### src/rtl/bsl_pkg.sv
package bsl_pkg;

    // Bar count; BAR_W, SPAN_W, SPAN and HALF follow from it.
    localparam int NUM_BARS = 32;
    localparam int BAR_W    = $clog2(NUM_BARS);
    localparam int SPAN_W   = BAR_W + 8;
    localparam int SPAN     = NUM_BARS * 256;
    localparam int HALF     = NUM_BARS * 128;

    // Divider datapath widths.
    localparam int DIV_W = 25;
    localparam int CNT_W = 5;

    localparam logic [12:0] TEMPO_MIN  = 13'd960;
    localparam logic [8:0]  ENERGY_ONE = 9'd256;
    localparam logic [8:0]  THRESH_RST = 9'd204;

    // 60 s * 32 beats * 16 (Q9.4 tempo) in microseconds.
    localparam logic [34:0] CYCLE_NUM   = 35'd30720000000;
    // Strobe step = (elapsed * tempo * 16 + STROBE_BIAS) / STROBE_DIV, rounded half up.
    localparam logic [17:0] STROBE_DIV  = 18'd234375;
    localparam logic [32:0] STROBE_BIAS = 33'd117187;
    // floor(2^36 / STROBE_DIV); the estimate it gives is low by at most one.
    localparam logic [18:0] STROBE_RCP  = 19'd293203;

    localparam logic [16:0] GAUSS_TAB [0:32] = '{
        17'd65536, 17'd65026, 17'd63519, 17'd61086, 17'd57835, 17'd53908, 17'd49469,
        17'd44692, 17'd39749, 17'd34806, 17'd30005, 17'd25465, 17'd21276, 17'd17502,
        17'd14173, 17'd11300, 17'd8869, 17'd6854, 17'd5214, 17'd3905, 17'd2879,
        17'd2090, 17'd1494, 17'd1051, 17'd728, 17'd496, 17'd333, 17'd220, 17'd143,
        17'd92, 17'd58, 17'd36, 17'd22
    };

    localparam logic [16:0] SINE_TAB [0:16] = '{
        17'd0, 17'd6424, 17'd12785, 17'd19024, 17'd25080, 17'd30893, 17'd36410,
        17'd41576, 17'd46341, 17'd50660, 17'd54491, 17'd57798, 17'd60547, 17'd62714,
        17'd64277, 17'd65220, 17'd65536
    };

    typedef struct packed {
        logic [12:0] tempo_bpm;
        logic [8:0]  energy_level;
        logic [15:0] elapsed_us;
    } tick_t;

    typedef struct packed {
        logic [4:0] bar_index;
        logic [8:0] bar_level;
        logic [8:0] strobe_level;
        logic       last_bar;
    } bar_t;

    // One tick's worth of work for the bar generator.
    typedef struct packed {
        logic [SPAN_W-1:0] pos;
        logic [8:0]        energy;
        logic [8:0]        strobe;
    } job_t;

    typedef struct packed {
        logic             start;
        logic [DIV_W-1:0] num_hi;
        logic [DIV_W-1:0] num_lo;
        logic [DIV_W-1:0] divisor;
        logic [CNT_W-1:0] count;
    } div_req_t;

    typedef struct packed {
        logic             busy;
        logic             done;
        logic [DIV_W-1:0] quo;
        logic [DIV_W-1:0] rem;
    } div_rsp_t;

    typedef enum logic [2:0] {
        FS_IDLE,
        FS_CYCLE,
        FS_MOD,
        FS_POS,
        FS_STEP,
        FS_SINE,
        FS_STROBE,
        FS_PUSH
    } fstate_t;

endpackage

### src/rtl/bsl_div.sv
module bsl_div
(
    input  logic              clk,
    input  logic              rst_n,
    input  bsl_pkg::div_req_t req,
    output bsl_pkg::div_rsp_t rsp
);

    logic [bsl_pkg::DIV_W-1:0] rem_reg;
    logic [bsl_pkg::DIV_W-1:0] lo_reg;
    logic [bsl_pkg::DIV_W-1:0] quo_reg;
    logic [bsl_pkg::DIV_W-1:0] div_reg;
    logic [bsl_pkg::CNT_W-1:0] cnt_reg;
    logic                      busy_reg;
    logic                      done_reg;

    logic [bsl_pkg::DIV_W:0]   trial;
    logic [bsl_pkg::DIV_W+1:0] diff;
    logic                      borrow;
    logic [bsl_pkg::DIV_W-1:0] rem_next;

    // The high part of the dividend is preloaded below the divisor, so only
    // the remaining low bits need a step each.
    always_comb
    begin
        trial    = {rem_reg, lo_reg[bsl_pkg::DIV_W-1]};
        diff     = {1'b0, trial} - {2'b00, div_reg};
        borrow   = diff[bsl_pkg::DIV_W+1];
        rem_next = borrow ? trial[bsl_pkg::DIV_W-1:0] : diff[bsl_pkg::DIV_W-1:0];
    end

    always_ff @(posedge clk or negedge rst_n)
    begin
        if (!rst_n)
        begin
            busy_reg <= 1'b0;
            done_reg <= 1'b0;
            cnt_reg  <= '0;
        end
        else
        begin
            done_reg <= 1'b0;
            if (req.start)
            begin
                busy_reg <= 1'b1;
                cnt_reg  <= req.count;
            end
            else if (busy_reg)
            begin
                cnt_reg <= cnt_reg - 1'b1;
                if (cnt_reg == bsl_pkg::CNT_W'(1))
                begin
                    busy_reg <= 1'b0;
                    done_reg <= 1'b1;
                end
            end
        end
    end

    always_ff @(posedge clk)
    begin
        if (req.start)
        begin
            rem_reg <= req.num_hi;
            lo_reg  <= req.num_lo;
            div_reg <= req.divisor;
            quo_reg <= '0;
        end
        else if (busy_reg)
        begin
            rem_reg <= rem_next;
            lo_reg  <= {lo_reg[bsl_pkg::DIV_W-2:0], 1'b0};
            quo_reg <= {quo_reg[bsl_pkg::DIV_W-2:0], ~borrow};
        end
    end

    assign rsp.busy = busy_reg;
    assign rsp.done = done_reg;
    assign rsp.quo  = quo_reg;
    assign rsp.rem  = rem_reg;

    a_start_idle: assert property (@(posedge clk) disable iff (!rst_n)
        req.start |-> !busy_reg && !done_reg)
        else $error("divider started while a division is still running");

endmodule

### src/rtl/bsl_front.sv
module bsl_front
(
    input  logic                clk,
    input  logic                rst_n,
    input  logic                tick_valid,
    output logic                tick_ready,
    input  bsl_pkg::tick_t      tick,
    input  logic                thresh_we,
    input  logic [8:0]          thresh_data,
    output logic                job_valid,
    input  logic                job_ready,
    output bsl_pkg::job_t       job
);

    localparam int PW = bsl_pkg::DIV_W + bsl_pkg::SPAN_W;

    bsl_pkg::fstate_t  state_reg;
    bsl_pkg::fstate_t  state_next;
    bsl_pkg::div_req_t div_req;
    bsl_pkg::div_rsp_t div_rsp;

    logic                      issued_reg;
    logic [8:0]                thr_reg;
    logic [24:0]               sweep_reg;
    logic [15:0]               turns_reg;
    logic [12:0]               tempo_reg;
    logic [8:0]                energy_reg;
    logic [15:0]               elapsed_reg;
    logic [24:0]               cycle_reg;
    logic [bsl_pkg::SPAN_W-1:0] pos_reg;
    logic [16:0]               sine_reg;
    logic [8:0]                strobe_reg;
    logic [32:0]               step_num_reg;
    logic [15:0]               step_est_reg;
    logic [15:0]               step_reg;

    logic        accept;
    logic [12:0] tempo_c;
    logic [8:0]  energy_c;
    logic [25:0] sum_t;
    logic [PW-1:0] prod_pos;
    logic [28:0] prod_step;
    logic [32:0] num_step;
    logic [37:0] est_prod;
    logic [32:0] step_rem;
    logic        div_state;

    logic [14:0] q_ph;
    logic [4:0]  k_ph;
    logic [9:0]  f_ph;
    logic [16:0] s0;
    logic [16:0] s1;
    logic [26:0] sine_prod;
    logic [16:0] sine_val;
    logic [25:0] strobe_prod;

    bsl_div u_div
    (
        .clk   (clk),
        .rst_n (rst_n),
        .req   (div_req),
        .rsp   (div_rsp)
    );

    assign accept   = tick_valid && tick_ready;
    assign tempo_c  = (tick.tempo_bpm < bsl_pkg::TEMPO_MIN) ? bsl_pkg::TEMPO_MIN
                                                            : tick.tempo_bpm;
    assign energy_c = (tick.energy_level > bsl_pkg::ENERGY_ONE) ? bsl_pkg::ENERGY_ONE
                                                                : tick.energy_level;

    // Dividend forms for the modulo and position divisions, and the strobe step numerator.
    assign sum_t     = 26'(sweep_reg) + 26'(elapsed_reg);
    assign prod_pos  = PW'(sweep_reg) * PW'(bsl_pkg::SPAN);
    assign prod_step = 29'(elapsed_reg) * 29'(tempo_reg);
    assign num_step  = {prod_step, 4'b0000} + bsl_pkg::STROBE_BIAS;

    // The strobe step divides by a constant: a reciprocal estimate, then one
    // correction from the remainder. These registers (step_num_reg, step_est_reg,
    // step_reg) settle in turn after the beat, long before FS_STEP reads the result.
    assign est_prod = 38'(step_num_reg[32:14]) * 38'(bsl_pkg::STROBE_RCP);
    assign step_rem = step_num_reg - 33'(step_est_reg) * 33'(bsl_pkg::STROBE_DIV);

    // Half-wave sine from the quarter-wave table.
    always_comb
    begin
        q_ph      = turns_reg[14] ? 15'(17'd32768 - 17'(turns_reg)) : turns_reg[14:0];
        k_ph      = q_ph[14:10];
        f_ph      = q_ph[9:0];
        s0        = bsl_pkg::SINE_TAB[{1'b0, k_ph[3:0]}];
        s1        = bsl_pkg::SINE_TAB[{1'b0, k_ph[3:0]} + 5'd1];
        sine_prod = 27'(s1 - s0) * 27'(f_ph);
        if (turns_reg[15])
            sine_val = '0;
        else if (k_ph[4])
            sine_val = bsl_pkg::SINE_TAB[16];
        else
            sine_val = s0 + 17'(sine_prod >> 10);
        strobe_prod = 26'(sine_reg) * 26'(energy_reg) + 26'd32768;
    end

    always_comb
    begin
        div_state = (state_reg == bsl_pkg::FS_CYCLE) || (state_reg == bsl_pkg::FS_MOD) ||
                    (state_reg == bsl_pkg::FS_POS);
    end

    // Next state.
    always_comb
    begin
        state_next = state_reg;
        case (state_reg)
            bsl_pkg::FS_IDLE:
            begin
                if (accept)
                    state_next = bsl_pkg::FS_CYCLE;
            end
            bsl_pkg::FS_CYCLE:
            begin
                if (div_rsp.done)
                    state_next = bsl_pkg::FS_MOD;
            end
            bsl_pkg::FS_MOD:
            begin
                if (div_rsp.done)
                    state_next = bsl_pkg::FS_POS;
            end
            bsl_pkg::FS_POS:
            begin
                if (div_rsp.done)
                    state_next = bsl_pkg::FS_STEP;
            end
            bsl_pkg::FS_STEP:
                state_next = bsl_pkg::FS_SINE;
            bsl_pkg::FS_SINE:
                state_next = bsl_pkg::FS_STROBE;
            bsl_pkg::FS_STROBE:
                state_next = bsl_pkg::FS_PUSH;
            bsl_pkg::FS_PUSH:
            begin
                if (job_ready)
                    state_next = bsl_pkg::FS_IDLE;
            end
            default:
                state_next = bsl_pkg::FS_IDLE;
        endcase
    end

    // Outputs and divider operands.
    always_comb
    begin
        tick_ready      = 1'b0;
        job_valid       = 1'b0;
        div_req.start   = div_state && !issued_reg;
        div_req.num_hi  = '0;
        div_req.num_lo  = '0;
        div_req.divisor = '0;
        div_req.count   = '0;
        case (state_reg)
            bsl_pkg::FS_IDLE:
                tick_ready = 1'b1;
            bsl_pkg::FS_CYCLE:
            begin
                div_req.num_hi  = {15'd0, bsl_pkg::CYCLE_NUM[34:25]};
                div_req.num_lo  = bsl_pkg::CYCLE_NUM[24:0];
                div_req.divisor = {12'd0, tempo_reg};
                div_req.count   = 5'd25;
            end
            bsl_pkg::FS_MOD:
            begin
                // The sum stays below sixteen sweep lengths, so four quotient bits cover it.
                div_req.num_hi  = {3'd0, sum_t[25:4]};
                div_req.num_lo  = {sum_t[3:0], 21'd0};
                div_req.divisor = cycle_reg;
                div_req.count   = 5'd4;
            end
            bsl_pkg::FS_POS:
            begin
                div_req.num_hi  = prod_pos[PW-1:bsl_pkg::SPAN_W];
                div_req.num_lo  = {prod_pos[bsl_pkg::SPAN_W-1:0],
                                   {(bsl_pkg::DIV_W-bsl_pkg::SPAN_W){1'b0}}};
                div_req.divisor = cycle_reg;
                div_req.count   = bsl_pkg::CNT_W'(bsl_pkg::SPAN_W);
            end
            bsl_pkg::FS_STEP:
                job_valid = 1'b0;
            bsl_pkg::FS_SINE:
                job_valid = 1'b0;
            bsl_pkg::FS_STROBE:
                job_valid = 1'b0;
            bsl_pkg::FS_PUSH:
                job_valid = 1'b1;
            default:
                job_valid = 1'b0;
        endcase
    end

    always_ff @(posedge clk or negedge rst_n)
    begin
        if (!rst_n)
        begin
            state_reg  <= bsl_pkg::FS_IDLE;
            issued_reg <= 1'b0;
            thr_reg    <= bsl_pkg::THRESH_RST;
            sweep_reg  <= '0;
            turns_reg  <= '0;
        end
        else
        begin
            state_reg <= state_next;
            if (thresh_we)
                thr_reg <= thresh_data;
            if (div_req.start)
                issued_reg <= 1'b1;
            else if (div_rsp.done)
                issued_reg <= 1'b0;
            if ((state_reg == bsl_pkg::FS_MOD) && div_rsp.done)
                sweep_reg <= div_rsp.rem;
            if (state_reg == bsl_pkg::FS_STEP)
                turns_reg <= turns_reg + step_reg;
        end
    end

    always_ff @(posedge clk)
    begin
        if (accept)
        begin
            tempo_reg   <= tempo_c;
            energy_reg  <= energy_c;
            elapsed_reg <= tick.elapsed_us;
        end
        step_num_reg <= num_step;
        step_est_reg <= est_prod[37:22];
        step_reg     <= (step_rem >= 33'(bsl_pkg::STROBE_DIV)) ? step_est_reg + 16'd1
                                                               : step_est_reg;
        if ((state_reg == bsl_pkg::FS_CYCLE) && div_rsp.done)
            cycle_reg <= div_rsp.quo;
        if ((state_reg == bsl_pkg::FS_POS) && div_rsp.done)
            pos_reg <= div_rsp.quo[bsl_pkg::SPAN_W-1:0];
        if (state_reg == bsl_pkg::FS_SINE)
            sine_reg <= sine_val;
        if (state_reg == bsl_pkg::FS_STROBE)
            strobe_reg <= (energy_reg > thr_reg) ? strobe_prod[24:16] : 9'd0;
    end

    assign job.pos    = pos_reg;
    assign job.energy = energy_reg;
    assign job.strobe = strobe_reg;

    a_busy_after_beat: assert property (@(posedge clk) disable iff (!rst_n)
        accept |=> !tick_ready && !job_valid)
        else $error("front took a beat and did not start working on it");

endmodule

### src/rtl/bsl_queue.sv
module bsl_queue
(
    input  logic          clk,
    input  logic          rst_n,
    input  logic          push_valid,
    output logic          push_ready,
    input  bsl_pkg::job_t push_data,
    output logic          pop_valid,
    input  logic          pop_ready,
    output bsl_pkg::job_t pop_data
);

    bsl_pkg::job_t mem_reg [2];
    logic          wr_ptr_reg;
    logic          rd_ptr_reg;
    logic [1:0]    count_reg;
    logic          push_ok;
    logic          pop_ok;

    assign push_ready = (count_reg != 2'd2);
    assign pop_valid  = (count_reg != 2'd0);
    assign push_ok    = push_valid && push_ready;
    assign pop_ok     = pop_ready && pop_valid;
    assign pop_data   = mem_reg[rd_ptr_reg];

    always_ff @(posedge clk or negedge rst_n)
    begin
        if (!rst_n)
        begin
            wr_ptr_reg <= 1'b0;
            rd_ptr_reg <= 1'b0;
            count_reg  <= 2'd0;
        end
        else
        begin
            if (push_ok)
                wr_ptr_reg <= ~wr_ptr_reg;
            if (pop_ok)
                rd_ptr_reg <= ~rd_ptr_reg;
            if (push_ok && !pop_ok)
                count_reg <= count_reg + 2'd1;
            else if (pop_ok && !push_ok)
                count_reg <= count_reg - 2'd1;
        end
    end

    always_ff @(posedge clk)
    begin
        if (push_ok)
            mem_reg[wr_ptr_reg] <= push_data;
    end

    a_count_bound: assert property (@(posedge clk) disable iff (!rst_n)
        (count_reg != 2'd3) && ((count_reg == 2'd0) || (count_reg == 2'd2) ||
        (wr_ptr_reg != rd_ptr_reg)))
        else $error("queue fill count disagrees with its pointers");

endmodule

### src/rtl/bsl_back.sv
module bsl_back
(
    input  logic          clk,
    input  logic          rst_n,
    input  logic          job_valid,
    output logic          job_ready,
    input  bsl_pkg::job_t job,
    output logic          bar_valid,
    input  logic          bar_ready,
    output bsl_pkg::bar_t bar
);

    localparam logic [bsl_pkg::BAR_W-1:0] LAST_IDX = bsl_pkg::BAR_W'(bsl_pkg::NUM_BARS - 1);

    bsl_pkg::job_t job_reg;
    logic          busy_reg;
    logic [bsl_pkg::BAR_W-1:0] idx_reg;

    logic                      s1_valid_reg;
    logic [16:0]               s1_gauss_reg;
    logic [bsl_pkg::BAR_W-1:0] s1_idx_reg;
    logic [8:0]                s1_energy_reg;
    logic [8:0]                s1_strobe_reg;
    logic                      s1_last_reg;

    logic          out_valid_reg;
    bsl_pkg::bar_t bar_reg;

    logic                        advance;
    logic                        issue;
    logic [bsl_pkg::SPAN_W-1:0]  at;
    logic [bsl_pkg::SPAN_W-1:0]  d_raw;
    logic [bsl_pkg::SPAN_W:0]    d_wrap;
    logic [bsl_pkg::SPAN_W-1:0]  d;
    logic [15:0]                 dz;
    logic                        far;
    logic [4:0]                  j;
    logic [5:0]                  f;
    logic [16:0]                 g0;
    logic [16:0]                 g1;
    logic [22:0]                 g_prod;
    logic [16:0]                 gauss;
    logic [25:0]                 lvl_prod;

    // The whole pipe moves whenever the output register is free or being taken.
    assign advance   = !out_valid_reg || bar_ready;
    assign issue     = busy_reg && advance;
    assign job_ready = !busy_reg;

    always_comb
    begin
        at     = {idx_reg, 8'h00};
        d_raw  = (at > job_reg.pos) ? at - job_reg.pos : job_reg.pos - at;
        d_wrap = (bsl_pkg::SPAN_W + 1)'(bsl_pkg::SPAN) - {1'b0, d_raw};
        d      = (d_raw > bsl_pkg::SPAN_W'(bsl_pkg::HALF)) ? d_wrap[bsl_pkg::SPAN_W-1:0]
                                                           : d_raw;
        dz     = 16'(d);
        // From eight bars on, the Gaussian is taken as zero.
        far    = (dz >= 16'd2048);
        j      = dz[10:6];
        f      = dz[5:0];
        g0     = bsl_pkg::GAUSS_TAB[{1'b0, j}];
        g1     = bsl_pkg::GAUSS_TAB[{1'b0, j} + 6'd1];
        g_prod = 23'(g0 - g1) * 23'(f);
        gauss  = far ? 17'd0 : g0 - 17'(g_prod >> 6);
        lvl_prod = 26'(s1_gauss_reg) * 26'(s1_energy_reg) + 26'd32768;
    end

    always_ff @(posedge clk or negedge rst_n)
    begin
        if (!rst_n)
        begin
            busy_reg      <= 1'b0;
            idx_reg       <= '0;
            s1_valid_reg  <= 1'b0;
            out_valid_reg <= 1'b0;
        end
        else
        begin
            if (!busy_reg && job_valid)
            begin
                busy_reg <= 1'b1;
                idx_reg  <= '0;
            end
            else if (issue)
            begin
                if (idx_reg == LAST_IDX)
                    busy_reg <= 1'b0;
                idx_reg <= idx_reg + 1'b1;
            end
            if (advance)
            begin
                s1_valid_reg  <= issue;
                out_valid_reg <= s1_valid_reg;
            end
        end
    end

    always_ff @(posedge clk)
    begin
        if (!busy_reg && job_valid)
            job_reg <= job;
        if (advance)
        begin
            s1_gauss_reg      <= gauss;
            s1_idx_reg        <= idx_reg;
            s1_energy_reg     <= job_reg.energy;
            s1_strobe_reg     <= job_reg.strobe;
            s1_last_reg       <= (idx_reg == LAST_IDX);
            bar_reg.bar_index    <= 5'(s1_idx_reg);
            bar_reg.bar_level    <= lvl_prod[24:16];
            bar_reg.strobe_level <= s1_strobe_reg;
            bar_reg.last_bar     <= s1_last_reg;
        end
    end

    assign bar_valid = out_valid_reg;
    assign bar       = bar_reg;

    a_last_index: assert property (@(posedge clk) disable iff (!rst_n)
        (out_valid_reg && bar_reg.last_bar) |->
        (bar_reg.bar_index == 5'(bsl_pkg::NUM_BARS - 1)))
        else $error("last bar flag on a bar other than the final one");

    a_no_issue_idle: assert property (@(posedge clk) disable iff (!rst_n)
        (s1_valid_reg && !$past(busy_reg) && $past(advance)) |-> 1'b0)
        else $error("bar issued without a tick in progress");

endmodule

### src/rtl/beat_synced_led_bar_sweep.sv
// Channel   Direction  Handshake                 Payload
// tick      in         tick_valid / tick_ready   bsl_pkg::tick_t (tempo, energy, elapsed)
// bar       out        bar_valid / bar_ready     bsl_pkg::bar_t (index, level, strobe, last)
// thresh    in         thresh_we                 thresh_data, 9-bit strobe threshold
//
// The front takes one tick beat and works it through a shared radix-2 divider
// (cycle length, sweep modulo, sweep position: 42 steps in all, with a handoff
// after each division), a reciprocal multiply for the strobe step and the sine table,
// and takes no new tick until the job for the current one has been pushed.
// The back emits NUM_BARS bar beats per tick, one per cycle while the output is not stalled,
// then picks up the next job once idle; a two-entry queue lets the front run ahead.
// Reset sets the threshold to 204 and both phases to zero; no clearing pass.
// A stalled bar output holds the back while the front keeps working until the queue fills.
module beat_synced_led_bar_sweep
(
    input  logic           clk,
    input  logic           rst_n,
    input  logic           tick_valid,
    output logic           tick_ready,
    input  bsl_pkg::tick_t tick,
    output logic           bar_valid,
    input  logic           bar_ready,
    output bsl_pkg::bar_t  bar,
    input  logic           thresh_we,
    input  logic [8:0]     thresh_data
);

    logic          f_valid;
    logic          f_ready;
    bsl_pkg::job_t f_job;
    logic          b_valid;
    logic          b_ready;
    bsl_pkg::job_t b_job;

    bsl_front u_front
    (
        .clk         (clk),
        .rst_n       (rst_n),
        .tick_valid  (tick_valid),
        .tick_ready  (tick_ready),
        .tick        (tick),
        .thresh_we   (thresh_we),
        .thresh_data (thresh_data),
        .job_valid   (f_valid),
        .job_ready   (f_ready),
        .job         (f_job)
    );

    bsl_queue u_queue
    (
        .clk        (clk),
        .rst_n      (rst_n),
        .push_valid (f_valid),
        .push_ready (f_ready),
        .push_data  (f_job),
        .pop_valid  (b_valid),
        .pop_ready  (b_ready),
        .pop_data   (b_job)
    );

    bsl_back u_back
    (
        .clk       (clk),
        .rst_n     (rst_n),
        .job_valid (b_valid),
        .job_ready (b_ready),
        .job       (b_job),
        .bar_valid (bar_valid),
        .bar_ready (bar_ready),
        .bar       (bar)
    );

endmodule

### config.mk
export PLATFORM = sky130hd
export DESIGN_NAME = beat_synced_led_bar_sweep
export DESIGN_NICKNAME = d
export VERILOG_FILES = /design/src/rtl/bsl_pkg.sv /design/src/rtl/bsl_div.sv /design/src/rtl/bsl_front.sv /design/src/rtl/bsl_queue.sv /design/src/rtl/bsl_back.sv /design/src/rtl/beat_synced_led_bar_sweep.sv
export SDC_FILE = /design/constraint.sdc
export NUM_CORES = 2
export LEC_CHECK = 0
export BUFFER_PORTS_ARGS = -buffer_cell sky130_fd_sc_hd__buf_2
export CAP_MARGIN = 20
export CORE_MARGIN = 10
export CORE_UTILIZATION = 54
export DETAILED_ROUTE_END_ITERATION = 10
export GPL_TIMING_DRIVEN = 0
export MAX_ROUTING_LAYER = met4
export PLACE_DENSITY = 0.7
export SYNTH_ARGS = -nofsm -noshare
export SYNTH_HDL_FRONTEND = slang
export SYNTH_SLANG_ARGS = --single-unit
### constraint.sdc
create_clock -name clk -period 37.7 [get_ports clk]
set_input_delay 5.655 -clock clk [delete_from_list [all_inputs] [get_ports clk]]
set_output_delay 5.655 -clock clk [all_outputs]
set_load 0.005 [all_outputs]
==> out/results.txt <==
The clock edge transition at the registers on the reported setup and hold paths is 70 ps, and the routed wire length per instance is 19.1 um. Once detail routing completed, the nets flagged for antenna violations numbered 0. The most numerous cell type found on the critical path is o21ai_0. The post-CTS setup-driven buffer insertion count is 0. For the worst path required time, the log shows 38130 ps.

In the routed layout, each cell is associated on average with a via count of 5.58. STA puts the critical path data arrival time at 17100 ps. TritonCTS created 56 clock buffers. Among all flip-flop cells after synthesis, the most frequent one is edfxtp_1.

Entering global routing, the biggest net connects 64 pins. The path class of the tightest hold or removal check is flop to flop. Synthesized instance count: 6744. The type of destination of the critical path was a flop.

Launching element type of the critical path: a flop. The number of maximum-capacitance constraint violations is 0, and the number of ports placed on the die boundary is 78. For the final count of pins violating max slew, the log shows 0. By area the synthesized netlist is led by fa_1 (26%), edfxtp_1 (15%), ha_1 (15%), inv_1 (7.6%), nand2_1 (4.1%). The biggest area consumer among synthesized cells was fa_1. The number of levels the H-tree was split into is 2, and the vertical die dimension is 361 um. The overall track demand over capacity in global routing was 0.258; the number of synthesized register bits was 477.

The total overflow left after global routing is 0. Ranked by instance count, the synthesized netlist is headed by inv_1 (1270), fa_1 (824), ha_1 (745), nand2_1 (693), nor2_1 (467). The average cell area after synthesis was 9.33 um^2; the final net count was 8516. Along the worst path, the maximum fanout reaches 9. The final route contains 47304 vias. The final layout contains routed wiring with a total length of 162 mm. The run gives 0 ps as the total negative slack for setup checks.

For the remaining design rule violation count, the log shows 0. Critical path start-end classification: flop to flop. The number of port buffers was 76; the share of final-layout standard cells stronger than drive strength 1 was 0.0472.

The first global-routing pass estimated 263 mm of wire. The transition time at the pin with the least slew margin was 1130 ps. The worst path needs 16670 ps of the cycle, external delays included. The region available for standard cell placement spans 0.116 mm^2.

The via count of the first global-routing pass is 49281. The die is 361 um wide. Slowest cell on the critical path: xor2_1. The post-route clock period utilization was 0.442; the signed area change from the synthesized netlist to the final layout was 7.23%. The run gives 0.131 mm^2 as the total die area. The tree built by TritonCTS fans out to 477 sinks. The most common cell in the netlist was inv_1.

The synthesized design contains 318 enable-type register cells. After clock tree synthesis, the flow added hold-fix buffers numbering 0. The post-synthesis instance area was 0.0629 mm^2. The logs give 3200 for the number of DRC violations after detailed-routing iteration 0 and 26.2 ps for the worst clock skew. Once the clock tree was built, the resizer swapped 0 gates to a different size. Root buffer selected by CTS: clkbuf_16. Setup violations remaining at the end of the flow were counted as 0. The pre-antenna-repair detailed-routing pass consisted of 6 iterations.

The number of antenna violations at the first check in global routing is 9, and the worst-skew pair later-pin latency is 680 ps. The flow ran to the end, and the final reports show no timing, DRC or antenna violations. The logs give 8365 for the net count after synthesis and 96 for the distinct cell type count after synthesis. The total number of yosys warnings is 0. TritonCTS built the clock tree. The fraction of registers with async set or reset after synthesis is 0.153. The total number of placement rows came out at 125. The logs give 0.543 for the initial cell density of the core and 0.208 for the sequential element share of the synthesized area.

The relative slew slack is 0.240, and the area fraction of the dominant cell type after synthesis is 0.262. Flip-flop count of the largest register, all copies and words added: 62. Setup repair after global routing left no endpoint under its margin. Derived from the worst setup path, the maximum achievable clock frequency is 60.0 MHz. In this run the deepest clock path goes through 3 buffers. The tools report the half-perimeter wire length after placement as 131 mm. The hold violation count in the final report is 0, and the last weighted congestion value of the routability-driven placer is 0.956.

For this run, the slowest stage of the critical path takes 890 ps.
[path summary, 6_finish.rpt]
check	slack [ps]	start	endpoint	cells after the start
setup / recovery	21030	u_front.turns_reg[5]$_DFFE_PN0P_	u_front.sine_reg[16]$_SDFFCE_PP0P_	54
hold / removal	420	u_back.s1_strobe_reg[8]$_DFFE_PP_	u_back.bar[9]$_DFFE_PP_	0
setup reg to reg	21030	u_front.turns_reg[5]$_DFFE_PN0P_	u_front.sine_reg[16]$_SDFFCE_PP0P_	54
hold reg to reg	420	u_back.s1_strobe_reg[8]$_DFFE_PP_	u_back.bar[9]$_DFFE_PP_	0
max in group asynchronous	32230	rst_n	u_front.sweep_reg[7]$_DFFE_PN0P_	2
min in group asynchronous	4810	rst_n	u_front.thr_reg[4]$_DFFE_PN0P_	1
[worst max-delay path: cells and delay by family, from the launching register on]
family,cells,cell delay (ps)
multiplexers,1,150
flip-flops,1,390
buffers and inverters,5,1240
AO/OA/AOI/OAI,22,6120
adder cells (fa/ha/maj),11,4790
XOR/XNOR,4,1370
AND/OR/NAND/NOR,11,2340
[metal layers]
layer	wire length, um	up-vias	GRT usage
met4	5560	0	0.0835
met1	69100	23389	0.331
met2	78000	1479	0.426
li1	-	22144	-
met3	9290	292	0.0287
met5	0	-	-
[logic make-up (layout without fill, tap and decap cells)]
logic type | Yosys count | after routing | share of synthesized area
simple gates | 1882 | 1882 | 0.139
buf+inv | 1519 | 1718 | 0.0909
mux | 99 | 99 | 0.0169
other cells | 0 | 5 | 0
xor+xnor | 285 | 285 | 0.0404
compound gates | 913 | 913 | 0.0939
flops | 477 | 477 | 0.208
fa+ha+maj | 1569 | 1569 | 0.411
[per-stage QoR]
stage / util / std cells / hold slack, ps / instance area (um^2) / setup slack (ps)
2_1_floorplan: - / 6744 / 400 / 62900 / 24370
3_3_place_gp: 0.562 / 8344 / 406 / 65200 / 21290
3_5_place_dp: 0.564 / 8357 / 408 / 65400 / 21120
4_1_cts: 0.581 / 8463 / 419 / 67400 / 21070
5_1_grt: 0.582 / 8470 / 436 / 67400 / 19780
6_report: 0.582 / 8472 / 421 / 67400 / 21030
[cell usage in the layout, fill, tap and decap left out, drive strengths merged, types with 18 or more instances in the layout]
cell	n
and2	208
a221oi	20
or3	18
o21a	36
and3	51
ha	745
dfrtp	69
or2	30
mux2i	41
dfxtp	86
o21ai	216
a21boi	27
inv	1280
mux2	58
a31oi	35
nand2b	41
xnor2	198
a21oi	237
fa	824
nand2	693
buf	110
edfxtp	318
o211ai	29
nor4	19
clkinv	20
o21bai	24
nand4	24
nor2	469
clkbuf	294
o31ai	36
nand3	99
a22o	20
a211oi	51
nor2b	47
xor2	86
a21o	59
nor3	124
[layout make-up]
type | count | area, um^2
Inverter | 1274 | 4780
Tap cell | 1524 | 1910
Fill cell | 10103 | 48500
Sequential cell | 477 | 13100
Clock buffer | 66 | 1490
Multi-Input combinational cell | 4748 | 44100
Buffer | 245 | 936
Clock inverter | 40 | 470
Antenna cell | 5 | 12.5
Timing Repair Buffer | 93 | 634
Power is not shown: default switching activity piles up to over one toggle a cycle in this logic, so the estimate is an artifact.
